`config.mk`:
```
export PLATFORM = sky130hd
export DESIGN_NAME = linear_interp_resampler
export DESIGN_NICKNAME = d
export VERILOG_FILES = /design/src/sv/lir_pkg.sv /design/src/sv/lir_interp.sv /design/src/sv/linear_interp_resampler.sv
export SDC_FILE = /design/constraint.sdc
export NUM_CORES = 1
export LEC_CHECK = 0
export BUFFER_PORTS_ARGS = -buffer_cell sky130_fd_sc_hd__clkbuf_2
export CAP_MARGIN = 25
export CELL_PAD_IN_SITES_DETAIL_PLACEMENT = 1
export CELL_PAD_IN_SITES_GLOBAL_PLACEMENT = 1
export CORE_MARGIN = 2
export CORE_UTILIZATION = 47
export CTS_BUF_LIST = sky130_fd_sc_hd__clkbuf_4
export DETAILED_ROUTE_END_ITERATION = 16
export PLACE_DENSITY_LB_ADDON = 0.1
export RECOVER_POWER = 50
export SYNTH_ARGS = -nofsm -noshare
export SYNTH_HDL_FRONTEND = slang
export SYNTH_SLANG_ARGS = --single-unit
```
`constraint.sdc`:
```
create_clock -name clk -period 8.8 [get_ports clk]
set_clock_uncertainty 0.15 [all_clocks]
set_input_delay 1.32 -clock clk [delete_from_list [all_inputs] [get_ports clk]]
set_output_delay 1.32 -clock clk [all_outputs]
set_load 0.005 [all_outputs]
```
`src/sv/lir_pkg.sv`:
```
`default_nettype none

package lir_pkg;

    // sample width, Q1.15 by default
    localparam int unsigned SAMPLE_BITS = 16;
    // default step limit, ratio either way
    localparam int unsigned MAX_RATIO   = 16;
    // phase_step register width, unsigned Q5.16
    localparam int unsigned CFG_BITS    = 21;
    localparam int unsigned FRAC_BITS   = 16;
    localparam int unsigned ONE_Q16     = 65536;
    localparam int unsigned STEP_RESET  = 65536;

    typedef struct packed {
        logic signed [SAMPLE_BITS-1:0] sample_in;
        logic                          stream_last;
    } in_item_t;

    typedef struct packed {
        logic signed [SAMPLE_BITS-1:0] sample_out;
        logic                          run_last;
        logic                          stream_done;
    } out_item_t;

endpackage

`default_nettype wire

```
`src/sv/lir_interp.sv`:
```
`default_nettype none

// Interpolation unit: product registered, rounding on the way out.
// value = round((1-f)*a + f*b) = round(a + f*(b-a)), ties toward +inf.
module lir_interp (
    input  wire logic                                   clk,
    input  wire logic                                   load,
    input  wire logic signed [lir_pkg::SAMPLE_BITS-1:0] a,
    input  wire logic signed [lir_pkg::SAMPLE_BITS-1:0] b,
    input  wire logic        [lir_pkg::FRAC_BITS-1:0]   frac,
    output logic signed      [lir_pkg::SAMPLE_BITS-1:0] value
);

    localparam int unsigned SB        = lir_pkg::SAMPLE_BITS;
    localparam int unsigned FB        = lir_pkg::FRAC_BITS;
    localparam int unsigned PROD_BITS = SB + FB + 2;

    logic signed [SB:0]           diff;
    logic signed [PROD_BITS-1:0]  prod_next;
    logic signed [PROD_BITS-1:0]  prod_reg;
    logic        [PROD_BITS-1:0]  sum;

    assign diff      = {b[SB-1], b} - {a[SB-1], a};
    assign prod_next = $signed({1'b0, frac}) * diff;

    always_ff @(posedge clk)
    begin
        if (load)
        begin
            prod_reg <= prod_next;
        end
    end

    // a stays put while the product is in flight
    assign sum   = {{2{a[SB-1]}}, a, {FB{1'b0}}} + prod_reg
                 + PROD_BITS'(lir_pkg::ONE_Q16 / 2);
    assign value = sum[SB+FB-1:FB];

endmodule

`default_nettype wire

```
`src/sv/linear_interp_resampler.sv`:
```
// Sequence: an item is accepted, then a candidate check; each interpolated result takes
//   a multiply, then a round and place; a last position step and the run_last release
//   end the item.
// End of stream: the last sample is repeated, then the held one is released.
// Throughput: one item at a time; src_stall is high until the item's results are queued;
//   output stalls hold the unit. Reset (rst_n, async, active low): step 1.0, stream cleared.
`default_nettype none

module linear_interp_resampler #(
    parameter int unsigned MAX_RATIO = lir_pkg::MAX_RATIO
) (
    input  wire logic                               clk,
    input  wire logic                               rst_n,
    // input channel
    input  wire logic                               src_valid,
    output logic                                    src_stall,
    input  wire lir_pkg::in_item_t                  src_item,
    // output channel
    output logic                                    dst_valid,
    input  wire logic                               dst_stall,
    output lir_pkg::out_item_t                      dst_item,
    // phase_step register
    input  wire logic                               cfg_we,
    input  wire logic [lir_pkg::CFG_BITS-1:0]       cfg_data
);

    localparam int unsigned SB        = lir_pkg::SAMPLE_BITS;
    localparam int unsigned FB        = lir_pkg::FRAC_BITS;
    localparam int unsigned STEP_LO   = lir_pkg::ONE_Q16 / MAX_RATIO;
    localparam int unsigned STEP_HI   = lir_pkg::ONE_Q16 * MAX_RATIO;
    localparam int unsigned STEP_BITS = $clog2(STEP_HI + 1);
    localparam int unsigned CMP_BITS  = (STEP_BITS > lir_pkg::CFG_BITS) ?
                                        STEP_BITS : lir_pkg::CFG_BITS;
    // position never exceeds one plus the largest step
    localparam int unsigned POS_BITS  = STEP_BITS + 1;
    localparam int unsigned TAIL_BITS = POS_BITS + 2;
    // signed distance of a candidate to its existence bound, times two
    localparam int unsigned WAIT_BITS = STEP_BITS + 3;

    typedef enum logic [2:0] {
        S_IDLE,
        S_CAND,
        S_MUL,
        S_EMIT,
        S_TAIL,
        S_FINISH
    } state_t;

    state_t                         state_reg,      state_next;
    logic [lir_pkg::CFG_BITS-1:0]   phase_step_reg, phase_step_next;
    logic [STEP_BITS-1:0]           step_reg,       step_next;
    logic signed [SB-1:0]           prev_reg,       prev_next;
    logic                           have_prev_reg,  have_prev_next;
    logic [POS_BITS-1:0]            pos_reg,        pos_next;
    logic                           emitted_reg,    emitted_next;
    logic                           held_valid_reg, held_valid_next;
    logic signed [SB-1:0]           held_value_reg, held_value_next;
    logic                           cand_valid_reg, cand_valid_next;
    logic signed [SB-1:0]           cand_value_reg, cand_value_next;
    logic signed [WAIT_BITS-1:0]    cand_wait_reg,  cand_wait_next;
    logic signed [SB-1:0]           x_reg,          x_next;
    logic                           last_reg,       last_next;
    logic                           pend_valid_reg, pend_valid_next;
    logic signed [SB-1:0]           pend_value_reg, pend_value_next;
    logic                           pend_done_reg,  pend_done_next;
    logic                           out_valid_reg,  out_valid_next;
    lir_pkg::out_item_t             out_item_reg,   out_item_next;

    logic [CMP_BITS-1:0]            step_ext;
    logic [STEP_BITS-1:0]           step_clamped;
    logic signed [SB-1:0]           interp_value;
    logic                           mul_load;
    logic signed [WAIT_BITS-1:0]    emit_wait;
    logic signed [WAIT_BITS-1:0]    wait_dec;
    logic                           emit_wait_le0;
    logic                           wait_dec_le0;
    logic [TAIL_BITS-1:0]           tail_sum;
    logic                           tail_more;
    logic [POS_BITS-1:0]            pos_stepped;
    logic                           out_free;
    logic                           emit_ok;
    logic                           conf_go;
    logic                           do_confirm;
    logic signed [SB-1:0]           confirm_val;
    logic                           do_put;
    logic signed [SB-1:0]           put_value;
    logic                           put_done;

    // step saturates into the supported ratio range
    always_comb
    begin
        step_ext = CMP_BITS'(phase_step_reg);
        if (step_ext < CMP_BITS'(STEP_LO))
        begin
            step_clamped = STEP_BITS'(STEP_LO);
        end
        else if (step_ext > CMP_BITS'(STEP_HI))
        begin
            step_clamped = STEP_BITS'(STEP_HI);
        end
        else
        begin
            step_clamped = STEP_BITS'(step_ext);
        end
    end

    lir_interp u_interp (
        .clk   (clk),
        .load  (mul_load),
        .a     (prev_reg),
        .b     (x_reg),
        .frac  (pos_reg[FB-1:0]),
        .value (interp_value)
    );

    // 2*pos + step - 4.0 : a candidate exists only once this is used up
    assign emit_wait     = $signed(WAIT_BITS'({pos_reg, 1'b0}))
                         + $signed(WAIT_BITS'(step_reg))
                         - $signed(WAIT_BITS'(4 * lir_pkg::ONE_Q16));
    assign wait_dec      = cand_wait_reg - $signed(WAIT_BITS'(2 * lir_pkg::ONE_Q16));
    assign emit_wait_le0 = emit_wait[WAIT_BITS-1] || (emit_wait == '0);
    assign wait_dec_le0  = wait_dec[WAIT_BITS-1] || (wait_dec == '0);

    // tail outputs exist while (pos + step/2) <= 1.0
    assign tail_sum    = TAIL_BITS'({pos_reg, 1'b0}) + TAIL_BITS'(step_reg);
    assign tail_more   = !emitted_reg || (tail_sum <= TAIL_BITS'(2 * lir_pkg::ONE_Q16));
    assign pos_stepped = pos_reg + POS_BITS'(step_reg);

    // output register can load this cycle
    assign out_free = !out_valid_reg || !dst_stall;
    // lookahead slot can take a new result
    assign emit_ok  = !pend_valid_reg || out_free;
    // a confirm pushes the held result out only if one is held
    assign conf_go  = !held_valid_reg || emit_ok;

    always_comb
    begin
        state_next      = state_reg;
        phase_step_next = phase_step_reg;
        step_next       = step_reg;
        prev_next       = prev_reg;
        have_prev_next  = have_prev_reg;
        pos_next        = pos_reg;
        emitted_next    = emitted_reg;
        held_valid_next = held_valid_reg;
        held_value_next = held_value_reg;
        cand_valid_next = cand_valid_reg;
        cand_value_next = cand_value_reg;
        cand_wait_next  = cand_wait_reg;
        x_next          = x_reg;
        last_next       = last_reg;
        pend_valid_next = pend_valid_reg;
        pend_value_next = pend_value_reg;
        pend_done_next  = pend_done_reg;
        out_valid_next  = out_valid_reg;
        out_item_next   = out_item_reg;
        mul_load        = 1'b0;
        do_confirm      = 1'b0;
        confirm_val     = held_value_reg;
        do_put          = 1'b0;
        put_value       = held_value_reg;
        put_done        = 1'b0;

        if (out_valid_reg && !dst_stall)
        begin
            out_valid_next = 1'b0;
        end

        if (cfg_we)
        begin
            phase_step_next = cfg_data;
        end

        unique case (state_reg)
            S_IDLE:
            begin
                if (src_valid)
                begin
                    x_next    = src_item.sample_in;
                    last_next = src_item.stream_last;
                    if (!have_prev_reg)
                    begin
                        // first item of a stream: latch step, nothing to interpolate yet
                        step_next      = step_clamped;
                        prev_next      = src_item.sample_in;
                        have_prev_next = 1'b1;
                        pos_next       = '0;
                        state_next     = src_item.stream_last ? S_TAIL : S_FINISH;
                    end
                    else
                    begin
                        state_next = S_CAND;
                    end
                end
            end

            S_CAND:
            begin
                // one more sample seen: the pending candidate may now be proven
                if (!cand_valid_reg)
                begin
                    state_next = S_MUL;
                end
                else if (wait_dec_le0)
                begin
                    if (conf_go)
                    begin
                        do_confirm      = 1'b1;
                        confirm_val     = cand_value_reg;
                        cand_valid_next = 1'b0;
                        cand_wait_next  = wait_dec;
                        state_next      = S_MUL;
                    end
                end
                else
                begin
                    cand_wait_next = wait_dec;
                    state_next     = S_MUL;
                end
            end

            S_MUL:
            begin
                if (pos_reg < POS_BITS'(lir_pkg::ONE_Q16))
                begin
                    mul_load   = 1'b1;
                    state_next = S_EMIT;
                end
                else
                begin
                    pos_next   = pos_reg - POS_BITS'(lir_pkg::ONE_Q16);
                    prev_next  = x_reg;
                    state_next = last_reg ? S_TAIL : S_FINISH;
                end
            end

            S_EMIT:
            begin
                if (!emitted_reg || emit_wait_le0)
                begin
                    if (conf_go)
                    begin
                        do_confirm   = 1'b1;
                        confirm_val  = interp_value;
                        emitted_next = 1'b1;
                        pos_next     = pos_stepped;
                        state_next   = S_MUL;
                    end
                end
                else if (cand_valid_reg)
                begin
                    // older candidate is superseded, so it must exist
                    if (conf_go)
                    begin
                        do_confirm      = 1'b1;
                        confirm_val     = cand_value_reg;
                        cand_value_next = interp_value;
                        cand_wait_next  = emit_wait;
                        emitted_next    = 1'b1;
                        pos_next        = pos_stepped;
                        state_next      = S_MUL;
                    end
                end
                else
                begin
                    cand_valid_next = 1'b1;
                    cand_value_next = interp_value;
                    cand_wait_next  = emit_wait;
                    emitted_next    = 1'b1;
                    pos_next        = pos_stepped;
                    state_next      = S_MUL;
                end
            end

            S_TAIL:
            begin
                // end of stream: repeat the last sample, then release the held one as done
                if (tail_more)
                begin
                    if (conf_go)
                    begin
                        do_confirm   = 1'b1;
                        confirm_val  = prev_reg;
                        emitted_next = 1'b1;
                        pos_next     = pos_stepped;
                    end
                end
                else if (!held_valid_reg || emit_ok)
                begin
                    if (held_valid_reg)
                    begin
                        do_put    = 1'b1;
                        put_value = held_value_reg;
                        put_done  = 1'b1;
                    end
                    prev_next       = '0;
                    have_prev_next  = 1'b0;
                    pos_next        = '0;
                    emitted_next    = 1'b0;
                    held_valid_next = 1'b0;
                    cand_valid_next = 1'b0;
                    state_next      = S_FINISH;
                end
            end

            S_FINISH:
            begin
                // last result of this item carries run_last
                if (!pend_valid_reg)
                begin
                    state_next = S_IDLE;
                end
                else if (out_free)
                begin
                    out_valid_next               = 1'b1;
                    out_item_next.sample_out     = pend_value_reg;
                    out_item_next.run_last       = 1'b1;
                    out_item_next.stream_done    = pend_done_reg;
                    pend_valid_next              = 1'b0;
                    state_next                   = S_IDLE;
                end
            end

            default:
            begin
                state_next = S_IDLE;
            end
        endcase

        // confirm: the held result goes out, the new one is held
        if (do_confirm)
        begin
            if (held_valid_reg)
            begin
                do_put    = 1'b1;
                put_value = held_value_reg;
                put_done  = 1'b0;
            end
            held_value_next = confirm_val;
            held_valid_next = 1'b1;
        end

        // put: lookahead slot moves on to the output register
        if (do_put)
        begin
            if (pend_valid_reg)
            begin
                out_valid_next            = 1'b1;
                out_item_next.sample_out  = pend_value_reg;
                out_item_next.run_last    = 1'b0;
                out_item_next.stream_done = pend_done_reg;
            end
            pend_valid_next = 1'b1;
            pend_value_next = put_value;
            pend_done_next  = put_done;
        end
    end

    always_ff @(posedge clk or negedge rst_n)
    begin
        if (!rst_n)
        begin
            state_reg      <= S_IDLE;
            phase_step_reg <= lir_pkg::CFG_BITS'(lir_pkg::STEP_RESET);
            step_reg       <= STEP_BITS'(lir_pkg::STEP_RESET);
            prev_reg       <= '0;
            have_prev_reg  <= 1'b0;
            pos_reg        <= '0;
            emitted_reg    <= 1'b0;
            held_valid_reg <= 1'b0;
            held_value_reg <= '0;
            cand_valid_reg <= 1'b0;
            cand_value_reg <= '0;
            cand_wait_reg  <= '0;
            x_reg          <= '0;
            last_reg       <= 1'b0;
            pend_valid_reg <= 1'b0;
            pend_value_reg <= '0;
            pend_done_reg  <= 1'b0;
            out_valid_reg  <= 1'b0;
            out_item_reg   <= '0;
        end
        else
        begin
            state_reg      <= state_next;
            phase_step_reg <= phase_step_next;
            step_reg       <= step_next;
            prev_reg       <= prev_next;
            have_prev_reg  <= have_prev_next;
            pos_reg        <= pos_next;
            emitted_reg    <= emitted_next;
            held_valid_reg <= held_valid_next;
            held_value_reg <= held_value_next;
            cand_valid_reg <= cand_valid_next;
            cand_value_reg <= cand_value_next;
            cand_wait_reg  <= cand_wait_next;
            x_reg          <= x_next;
            last_reg       <= last_next;
            pend_valid_reg <= pend_valid_next;
            pend_value_reg <= pend_value_next;
            pend_done_reg  <= pend_done_next;
            out_valid_reg  <= out_valid_next;
            out_item_reg   <= out_item_next;
        end
    end

    assign src_stall = (state_reg != S_IDLE);
    assign dst_valid = out_valid_reg;
    assign dst_item  = out_item_reg;

endmodule

`default_nettype wire
```
==> impl_summary.txt, run 1 <==
----------------------------------------------------
[Worst setup path]
  Worst path arrival time ... 8990 ps
  Reg2Reg Launch Point ... prev_reg[1]
  Largest driver fanout on the critical path ... 3
  Worst Setup SP ... prev_reg[1]
  Required time of the critical path ... just over 9000 ps
  Critical Path Slowest Stage Cell ... sky130_fd_sc_hd__fa_1
  Startpoint type of the worst setup path ... register
  Endpoint class of the critical path ... register
  Critical setup path kind ... register to register
  Cells on worst reg2reg path ... 36
  Endpoint of the worst setup timing path ... u_interp.prod_reg[31]
  Worst flop-to-flop path endpoint ... u_interp.prod_reg[31]
  Reg2Reg Setup Slack ... approximately 190 ps
  Slowest Stage Delay on Critical Path ... just under 600 ps

[Cells and area]
  Final Net Count ... 3027
  Final cell utilization of the core ... 0.525
  Final Instance Count excl. Fillers ... approximately 3200
  Area added between synthesis and finish ... 10.6%
  Max FFs per register ... 24
  Most common library cell in the layout ignoring fill and taps ... sky130_fd_sc_hd__inv_1
  Commonest cells after routing, fill and taps aside ... 398 x sky130_fd_sc_hd__inv_1, 252 x sky130_fd_sc_hd__nand2_1, 223 x sky130_fd_sc_hd__fa_1
  Fraction of final layout cells sized beyond drive strength 1 ... 0.153

[Logic synthesis]
  Mapped Nets ... ~2900
  Syn avg cell area ... 9.32 µm²
  Fraction of registers with async set/reset ... 0.921
  Post-synthesis sequential area ratio ... 0.241
  Count of yosys warnings during synthesis ... 0
  Leading register cell type out of synthesis ... sky130_fd_sc_hd__dfrtp_1
  Count of unique library cells instantiated by Yosys ... 90
  Count of flip-flops with a built-in enable after synthesis ... 17
  Post-synthesis sequential element count ... 214
  Total standard cell area after synthesis ... between 20000 and 25000 µm²
  Post-synthesis cell count ... 2423

[STA]
  Worst hold slack after final layout ... 330 ps
  Slew @ Worst Pin ... 3710 ps
  Slew HR ... -1.47
  Setup repair after global routing missed its margin ... yes
  Final number of setup-violating endpoints ... 0
  Min Tclk post-route ... 8610 ps
  Final count of pins violating max slew ... 180
  Final number of hold-violating endpoints ... 0
  Setup total negative slack ... 0 ps
  Maximum operating frequency ... 116 MHz
  Part of the cycle the worst path needs ... 0.979

[Route]
  DRC marker count from the first detailed-route iteration ... 863
  DRC violation count after routing ... 0
  Detail Route Antenna Nets ... 0
  Total vias in the final route ... 17712
  Detailed-route wire length per cell ... 19.9 µm
  DRT Wirelength ... 63.9 mm
  Total iterations of the first detailed-routing run ... 7
  Via count normalized by instance count ... 5.52

[CTS]
  Deepest level of the CTS H-tree ... 2
  Num CTS Buffers ... 60
  Clock tree root driver cell ... sky130_fd_sc_hd__clkbuf_4
  CTS tree ... yes
  Maximum buffer depth of the clock tree ... 3
  Clock transition at the register clock pins on the worst setup and hold paths after CTS ... 70 ps
  Clock latency of the later-clocked register in the worst-skew pair ... 810 ps
  Clock tree sinks ... 214
  Number of hold buffers added after CTS ... 0

[Job]
  Max cap viols ... 3

[Outcome]
  Result of the run ... finished, violations left
  Violations in the final reports ... capacitance limit, slew limit

[Place]
  Quantity of I/O buffers inserted on ports ... 62
  Estimated wirelength of the detail-placed design ... 50.2 mm
  Final weighted congestion of routability-driven global placement ... approximately 0.90
  Number of placed cells counting well taps ... 3068

[Floorplan]
  Die Y-Extent ... roughly 220 µm
  Area of the core region ... approximately 48000 µm²
  Standard-cell rows ... 80
  Horizontal die dimension ... roughly 220 µm
  Die Area ... 49800 µm²
  Initial core utilization ... 0.475
  Boundary pin count ... 63

[Global routing]
  Via count of the first global-routing pass ... 19472
  Overflow left after global routing ... 0
  First-pass GRT wire length ... 104 mm
  Pin count of the biggest net entering global routing ... 115
  Total global-route track usage ... 0.263
  Antenna violations before repair ... 2

[Hold path]
  Hold Path Class ... register to register

----------------------------------------------------
## repair_timing
item,CTS,global route
pin swaps,1,53
endpoints found under the setup margin,2,5
setup buffers,5,20
gates resized for setup,5,46
## stage by stage
stage,area (µm²),worst slack (ps)
after floorplan,22600,167
after global placement,23800,64.3
after detailed placement,23800,-179
after CTS,24700,0.962
after global routing,25000,-234
final,25000,186
## layer usage
metal	vias to the layer above	track usage	wire length, µm
met4	0	0.0680	1160
li1	8298	-	-
met1	9033	0.361	29700
met3	70	0.0342	2440
met5	-	0	0
met2	311	0.440	30600
## layout make-up
cell class / count / area (µm²)
Antenna cell: 3 / 7.51
Clock buffer: 95 / 713
Clock inverter: 14 / 71.3
Fill cell: 5463 / 22600
Inverter: 403 / 1510
Multi-Input combinational cell: 1723 / 15500
Sequential cell: 214 / 5440
Tap cell: 615 / 769
Timing Repair Buffer: 140 / 963
## cell usage after synthesis (all sizes together), types with 18 or more instances
cell type	instances	area, µm²
nor2b	21	131
a22oi	18	135
nand2	253	950
nor3	40	216
fa	229	4580
nand2b	27	169
mux2	95	1110
a22o	19	166
dfrtp	195	4880
a21oi	94	497
xor2	23	201
and2	94	588
o21ai	91	459
nor2	145	544
ha	213	2670
xnor2	60	526
inv	403	1510
a21o	20	150
nand3	32	160
clkbuf	73	274
## worst max-delay path, delay by kind of cell (launching register included)
family                     cells  cell delay [ps]
adders and majority gates      8             3580
AOI/OAI and AO/OA             16             2960
buffers and inverters          6              520
and+or+nand+nor                4              500
DFF                            1              360
xor gates and xnor gates       2              270
## worst min path at each step
stage	cells after the start	slack, ps	to	start
finish	2	330	held_value_reg[7]	held_value_reg[7]
floorplan	2	300	held_value_reg[0]	held_value_reg[0]
global placement	2	310	cand_wait_reg[3]	cand_wait_reg[3]
CTS	2	340	held_value_reg[11]	held_value_reg[11]
global route	2	370	cand_wait_reg[11]	cand_wait_reg[11]
detailed placement	2	320	held_value_reg[11]	held_value_reg[11]
## logic make-up after synthesis
| kind of cell | synth area share |
|---|---|
| XOR/XNOR | 0.0322 |
| adder cells (fa/ha/maj) | 0.321 |
| AO/OA/AOI/OAI | 0.125 |
| AND/OR/NAND/NOR | 0.147 |
| flip-flops | 0.241 |
| buffers and inverters | 0.0818 |
| multiplexers | 0.0517 |
Power of run 1 is not shown: default switching activity piles up to over one toggle a cycle in this logic, so the estimate is an artifact.
==> run 2, diff against run 1 <==
Settings changed: RECOVER_POWER 50 to not set.
Clock period 8.8 ns to 7.16 ns, I/O delays scaled along.
==> impl_summary.txt, run 2 (same netlist as run 1, synthesis figures left out) <==
----------------------------------------------------
[Worst setup path]
  Required time of the critical path ... 7550 ps (-1630 ps)
  Critical Path Slowest Stage Cell ... sky130_fd_sc_hd__fa_1
  Worst Setup SP ... x_reg[1]
  Cells on worst reg2reg path ... 35 (-2.8%)
  Reg2Reg Launch Point ... x_reg[1]
  Largest driver fanout on the critical path ... 6 (+3)
  Worst flop-to-flop path endpoint ... u_interp.prod_reg[31]
  Slowest Stage Delay on Critical Path ... 550 ps (-30 ps)
  Worst path arrival time ... 8890 ps (-100 ps)
  Startpoint type of the worst setup path ... register
  Endpoint of the worst setup timing path ... u_interp.prod_reg[31]
  Critical setup path kind ... register to register
  Cell type with the highest occurrence count on the critical path ... sky130_fd_sc_hd__fa_1
  Endpoint class of the critical path ... register
  Reg2Reg Setup Slack ... -1340 ps (-1520 ps)

[STA]
  Post-route setup slack ... -1340 ps (-1520 ps)
  Worst hold slack after final layout ... 156 ps (-174 ps)
  Slew HR ... 0.347 (+1.82)
  Final number of setup-violating endpoints ... 16 (+16)
  Setup total negative slack ... -13860 ps (-13860 ps)
  Maximum operating frequency ... 118 MHz (+1.4%)
  Part of the cycle the worst path needs ... 1.19 (+0.208)
  Final number of hold-violating endpoints ... 0 (unchanged)
  Min Tclk post-route ... 8500 ps (-116 ps)
  Slew @ Worst Pin ... 980 ps (-2730 ps)
  Final count of pins violating max slew ... 0 (-100%)
  Setup repair after global routing missed its margin ... yes

[Floorplan]
  Horizontal die dimension ... 223 µm (unchanged)
  Initial core utilization ... 0.475 (unchanged)
  Area of the core region ... 47500 µm² (unchanged)
  Boundary pin count ... 63 (unchanged)
  Die Area ... 49800 µm² (unchanged)
  Standard-cell rows ... 80 (unchanged)
  Die Y-Extent ... 223 µm (unchanged)

[Cells and area]
  Final Instance Count excl. Fillers ... 3309 (+3.2%)
  Final Net Count ... 3134 (+3.5%)
  Area added between synthesis and finish ... 15.2%
  Most common library cell in the layout ignoring fill and taps ... sky130_fd_sc_hd__inv_1
  Fraction of final layout cells sized beyond drive strength 1 ... 0.198 (+0.0454)
  Commonest cells after routing, fill and taps aside ... 393 x sky130_fd_sc_hd__inv_1, 247 x sky130_fd_sc_hd__nand2_1, 225 x sky130_fd_sc_hd__fa_1
  Post-route cell area ... 26000 µm² (+4.1%)
  Max FFs per register ... 24 (unchanged)

[Global routing]
  Pin count of the biggest net entering global routing ... 84 (-27%)
  Total global-route track usage ... 0.271 (+0.00827)
  Antenna violations before repair ... 2 (unchanged)
  First-pass GRT wire length ... 108 mm (+3.4%)
  Overflow left after global routing ... 0 (unchanged)
  Via count of the first global-routing pass ... 20135 (+3.4%)

[Route]
  Total vias in the final route ... 18267 (+3.1%)
  DRC violation count after routing ... 0 (unchanged)
  DRT Wirelength ... 65.6 mm (+2.5%)
  Total iterations of the first detailed-routing run ... 6 (-1)
  Via count normalized by instance count ... 5.52 (about the same)
  Detail Route Antenna Nets ... 0 (unchanged)
  DRC marker count from the first detailed-route iteration ... 1030 (+19%)
  Detailed-route wire length per cell ... 19.8 µm (-0.63%)

[Place]
  Estimated wirelength of the detail-placed design ... 52.8 mm (+5.1%)
  Quantity of I/O buffers inserted on ports ... 62 (unchanged)
  Dpl cell area ... 24700 µm² (+3.7%)
  Number of placed cells counting well taps ... 3173 (+3.4%)
  Final weighted congestion of routability-driven global placement ... 0.876 (-2.6%)

[CTS]
  CTS tree ... yes
  Maximum buffer depth of the clock tree ... 3 (unchanged)
  Clock transition at the register clock pins on the worst setup and hold paths after CTS ... 70 ps (about the same)
  Clock latency of the later-clocked register in the worst-skew pair ... 800 ps (about the same)
  Num CTS Buffers ... 58 (-3.3%)
  Deepest level of the CTS H-tree ... 2 (unchanged)
  Clock tree root driver cell ... sky130_fd_sc_hd__clkbuf_4
  Clock tree sinks ... 214 (unchanged)

[Outcome]
  Violations in the final reports ... setup timing
  Result of the run ... finished, violations left

[Job]
  Max cap viols ... 0 (-3)

[Hold path]
  Hold Path Class ... input port to asynchronous set/reset pin

----------------------------------------------------
[run 2: critical path: cells and delay by family (launching register included)]
kind                     cells  cell delay [ps]
XOR/XNOR                     2              310
buffers and inverters        5              420
AND/OR/NAND/NOR              4              410
adder cells (fa/ha/maj)      8             3510
AO/OA/AOI/OAI               16             3020
flip-flops                   1              400
[run 2: repair_timing]
item | in CTS | in global routing
resized for setup | 37 | 39
hold buffers | 0 | 0
setup endpoints to repair | 17 | 17
buffers inserted | 18 | 13
pin swaps | 44 | 25
[run 2: area by class of cell]
class | instances | area, µm²
Inverter | 403 | 1510
Antenna cell | 2 | 5.00
Clock inverter | 14 | 70.1
Tap cell | 615 | 769
Fill cell | 5456 | 21500
Timing Repair Buffer | 249 | 1900
Sequential cell | 214 | 5440
Multi-Input combinational cell | 1723 | 15600
Clock buffer | 89 | 668
[run 2: stage by stage]
stage / worst slack, ps / util
detailed placement: -1620 / 0.520
global placement: -1330 / 0.520
CTS: -1280 / 0.541
finish: -1340 / 0.547
floorplan: -1030 / -
global route: -1750 / 0.547
[run 2: worst min path at each step]
| stage | startpoint | to | slack [ps] | cells past startpoint |
|---|---|---|---|---|
| 2_1_floorplan | held_value_reg[0] | held_value_reg[0] | 300 | 2 |
| 3_3_place_gp | cand_wait_reg[3] | cand_wait_reg[3] | 310 | 2 |
| 3_5_place_dp | held_value_reg[13] | held_value_reg[13] | 320 | 2 |
| 4_1_cts | rst_n | state_reg[2] | 160 | 1 |
| 5_1_grt | rst_n | state_reg[2] | 180 | 1 |
| 6_report | rst_n | cand_wait_reg[20] | 160 | 1 |
[run 2: metal layers]
layer / GRT usage / wire, µm / part of all wire
met2: 0.468 / 32600 / 0.50
met3: 0.0312 / 2030 / 0.031
met4: 0.0593 / 1040 / 0.016
met5: 0 / 0 / 0
met1: 0.368 / 29900 / 0.46
Power of run 2 is left out for the same reason.
==> run 3, diff against run 2 <==
==> constraint.sdc (replaced) <==
create_clock -name clk -period 7.16 [get_ports clk]
set_clock_uncertainty 0.15 [all_clocks]
set_input_delay 0.358 -clock clk [delete_from_list [all_inputs] [get_ports clk]]
set_output_delay 0.358 -clock clk [all_outputs]
set_load 0.005 [all_outputs]
==> impl_summary.txt, run 3 (same netlist as run 1, synthesis figures left out) <==
----------------------------------------------------
[Outcome]
  Result of the run ... finished, violations left
  Violations in the final reports ... setup timing

[Worst setup path]
  Critical setup path kind ... register to register
  Slowest Stage Delay on Critical Path ... 550 ps (about the same)
  Critical Path Slowest Stage Cell ... sky130_fd_sc_hd__fa_1
  Largest driver fanout on the critical path ... 6 (unchanged)
  Endpoint class of the critical path ... register
  Cell type with the highest occurrence count on the critical path ... sky130_fd_sc_hd__fa_1
  Startpoint type of the worst setup path ... register
  Worst Setup SP ... x_reg[1]
  Reg2Reg Launch Point ... x_reg[1]
  Worst path arrival time ... 8890 ps (about the same)
  Required time of the critical path ... 7550 ps (about the same)

[Route]
  DRT Wirelength ... 66.4 mm (+1.2%)
  Detail Route Antenna Nets ... 0 (unchanged)
  Total iterations of the first detailed-routing run ... 8 (+2)
  DRC marker count from the first detailed-route iteration ... 1035 (+0.49%)
  Met3 wire len ... 2.15 mm (+5.7%)
  DR WL met2 ... 33.1 mm (+1.4%)
  DRC violation count after routing ... 0 (unchanged)
  Total vias in the final route ... 18448 (+0.99%)
  Topmost layer with routed signal wires ... met4
  Detailed-route wire length per cell ... 19.8 µm (about the same)
  Post-route met1 wirelength ... 30.1 mm (+0.80%)
  Via count normalized by instance count ... 5.51 (-0.25%)

[CTS]
  Num CTS Buffers ... 58 (unchanged)
  Clock tree sinks ... 214 (unchanged)
  Maximum buffer depth of the clock tree ... 3 (unchanged)
  Deepest level of the CTS H-tree ... 2 (unchanged)
  CTS tree ... yes
  Clock latency of the later-clocked register in the worst-skew pair ... 810 ps (about the same)
  Clock transition at the register clock pins on the worst setup and hold paths after CTS ... 70 ps (about the same)
  Clock tree root driver cell ... sky130_fd_sc_hd__clkbuf_4

[Floorplan]
  Area of the core region ... 47500 µm² (unchanged)
  Die Y-Extent ... 223 µm (unchanged)
  Die Area ... 49800 µm² (unchanged)
  Initial core utilization ... 0.475 (unchanged)
  Boundary pin count ... 63 (unchanged)
  Horizontal die dimension ... 223 µm (unchanged)
  Standard-cell rows ... 80 (unchanged)

[Global routing]
  First-pass GRT wire length ... 109 mm (+1.2%)
  Total global-route track usage ... 0.274 (+0.00309)
  Overflow left after global routing ... 0 (unchanged)
  Via count of the first global-routing pass ... 20375 (+1.2%)
  Pin count of the biggest net entering global routing ... 84 (unchanged)
  Antenna violations before repair ... 2 (unchanged)

[Place]
  Final weighted congestion of routability-driven global placement ... 0.876 (unchanged)
  Quantity of I/O buffers inserted on ports ... 62 (unchanged)
  Estimated wirelength of the detail-placed design ... 52.8 mm (unchanged)

[Cells and area]
  Filler Cells Inserted ... 5454 (-0.037%)
  Area added between synthesis and finish ... 17.0%
  Final Net Count ... 3175 (+1.3%)
  Area of the multi-input gates ... 15600 µm² (unchanged)
  Commonest cells after routing, fill and taps aside ... 393 x sky130_fd_sc_hd__inv_1, 247 x sky130_fd_sc_hd__nand2_1, 225 x sky130_fd_sc_hd__fa_1
  Most common library cell in the layout ignoring fill and taps ... sky130_fd_sc_hd__inv_1
  Fraction of final layout cells sized beyond drive strength 1 ... 0.195 (-0.00298)
  Max FFs per register ... 24 (unchanged)
  Sequential cell area ... 5440 µm² (unchanged)

[STA]
  Final number of setup-violating endpoints ... 16 (unchanged)
  Post-route setup slack ... -1340 ps (+1.26 ps)
  Part of the cycle the worst path needs ... 1.19 (about the same)
  Slew @ Worst Pin ... 993 ps (+13.0 ps)
  Setup repair after global routing missed its margin ... yes
  Slew HR ... 0.338 (-0.00864)
  Final count of pins violating max slew ... 0 (unchanged)
  Final number of hold-violating endpoints ... 0 (unchanged)
  Worst hold slack after final layout ... 17.4 ps (-139 ps)
  Maximum operating frequency ... 118 MHz (about the same)
  Min Tclk post-route ... 8500 ps (-1.26 ps)

[Job]
  Max cap viols ... 0 (unchanged)

[Hold path]
  Hold Path Class ... input port to asynchronous set/reset pin

----------------------------------------------------
-- run 3: cell types whose count changed in the layout (fill, tap and decap cells not counted), sizes merged --
| cell | previous run | this run |
|---|---|---|
| dlygate4sd3 | 0 | 41 |
-- run 3: through the flow --
stage	utilization	TNS (ps)	setup slack [ps]	std cells	cell area (µm²)
floorplan	-	-4950	-1030	2423	22700
global placement	0.520	-12320	-1330	3173	24700
detailed placement	0.520	-16230	-1620	3173	24700
CTS	0.550	-12820	-1280	3335	26100
global route	0.555	-20350	-1750	3350	26400
finish	0.555	-13860	-1340	3350	26400
-- run 3: per-layer routing --
| layer | vias up | global-route usage |
|---|---|---|
| met5 | - | 0 |
| met3 | 67 | 0.0325 |
| met4 | 0 | 0.0600 |
| li1 | 8586 | - |
| met1 | 9505 | 0.370 |
| met2 | 290 | 0.475 |
-- run 3: final cells by class --
class                           count  area share
Timing Repair Buffer              290      0.0875
Clock buffer                       89      0.0253
Tap cell                          615      0.0291
Clock inverter                     14     0.00265
Inverter                          403      0.0573
Multi-Input combinational cell   1723       0.592
Antenna cell                        2    0.000190
Sequential cell                   214       0.206
-- run 3: worst paths after layout --
check / to / slack, ps / cells past startpoint
max: u_interp.prod_reg[31] / -1340 / 35
min: cand_wait_reg[20] / 20 / 2
max reg2reg: u_interp.prod_reg[31] / -1340 / 35
min reg2reg: held_value_reg[9] / 330 / 2
max in group asynchronous: step_reg[5] / 5530 / 3
min in group clk: phase_step_reg[3] / 120 / 2
-- run 3: timing repair --
item	4_1_cts	5_1_grt
hold buffers	41	0
pin swaps	44	25
endpoints found under the hold margin	142	0
resized for setup	37	39
endpoints found under the setup margin	17	17
buffers inserted	18	13
-- run 3: worst max-delay path: cells and delay by family (launching register included) --
| family | cells | cell delay, ps |
|---|---|---|
| flops | 1 | 400 |
| xor+xnor | 2 | 310 |
| fa+ha+maj | 8 | 3510 |
| buf+inv | 5 | 420 |
| simple gates | 4 | 410 |
| compound gates | 16 | 3010 |
Power of run 3 is left out for the same reason.
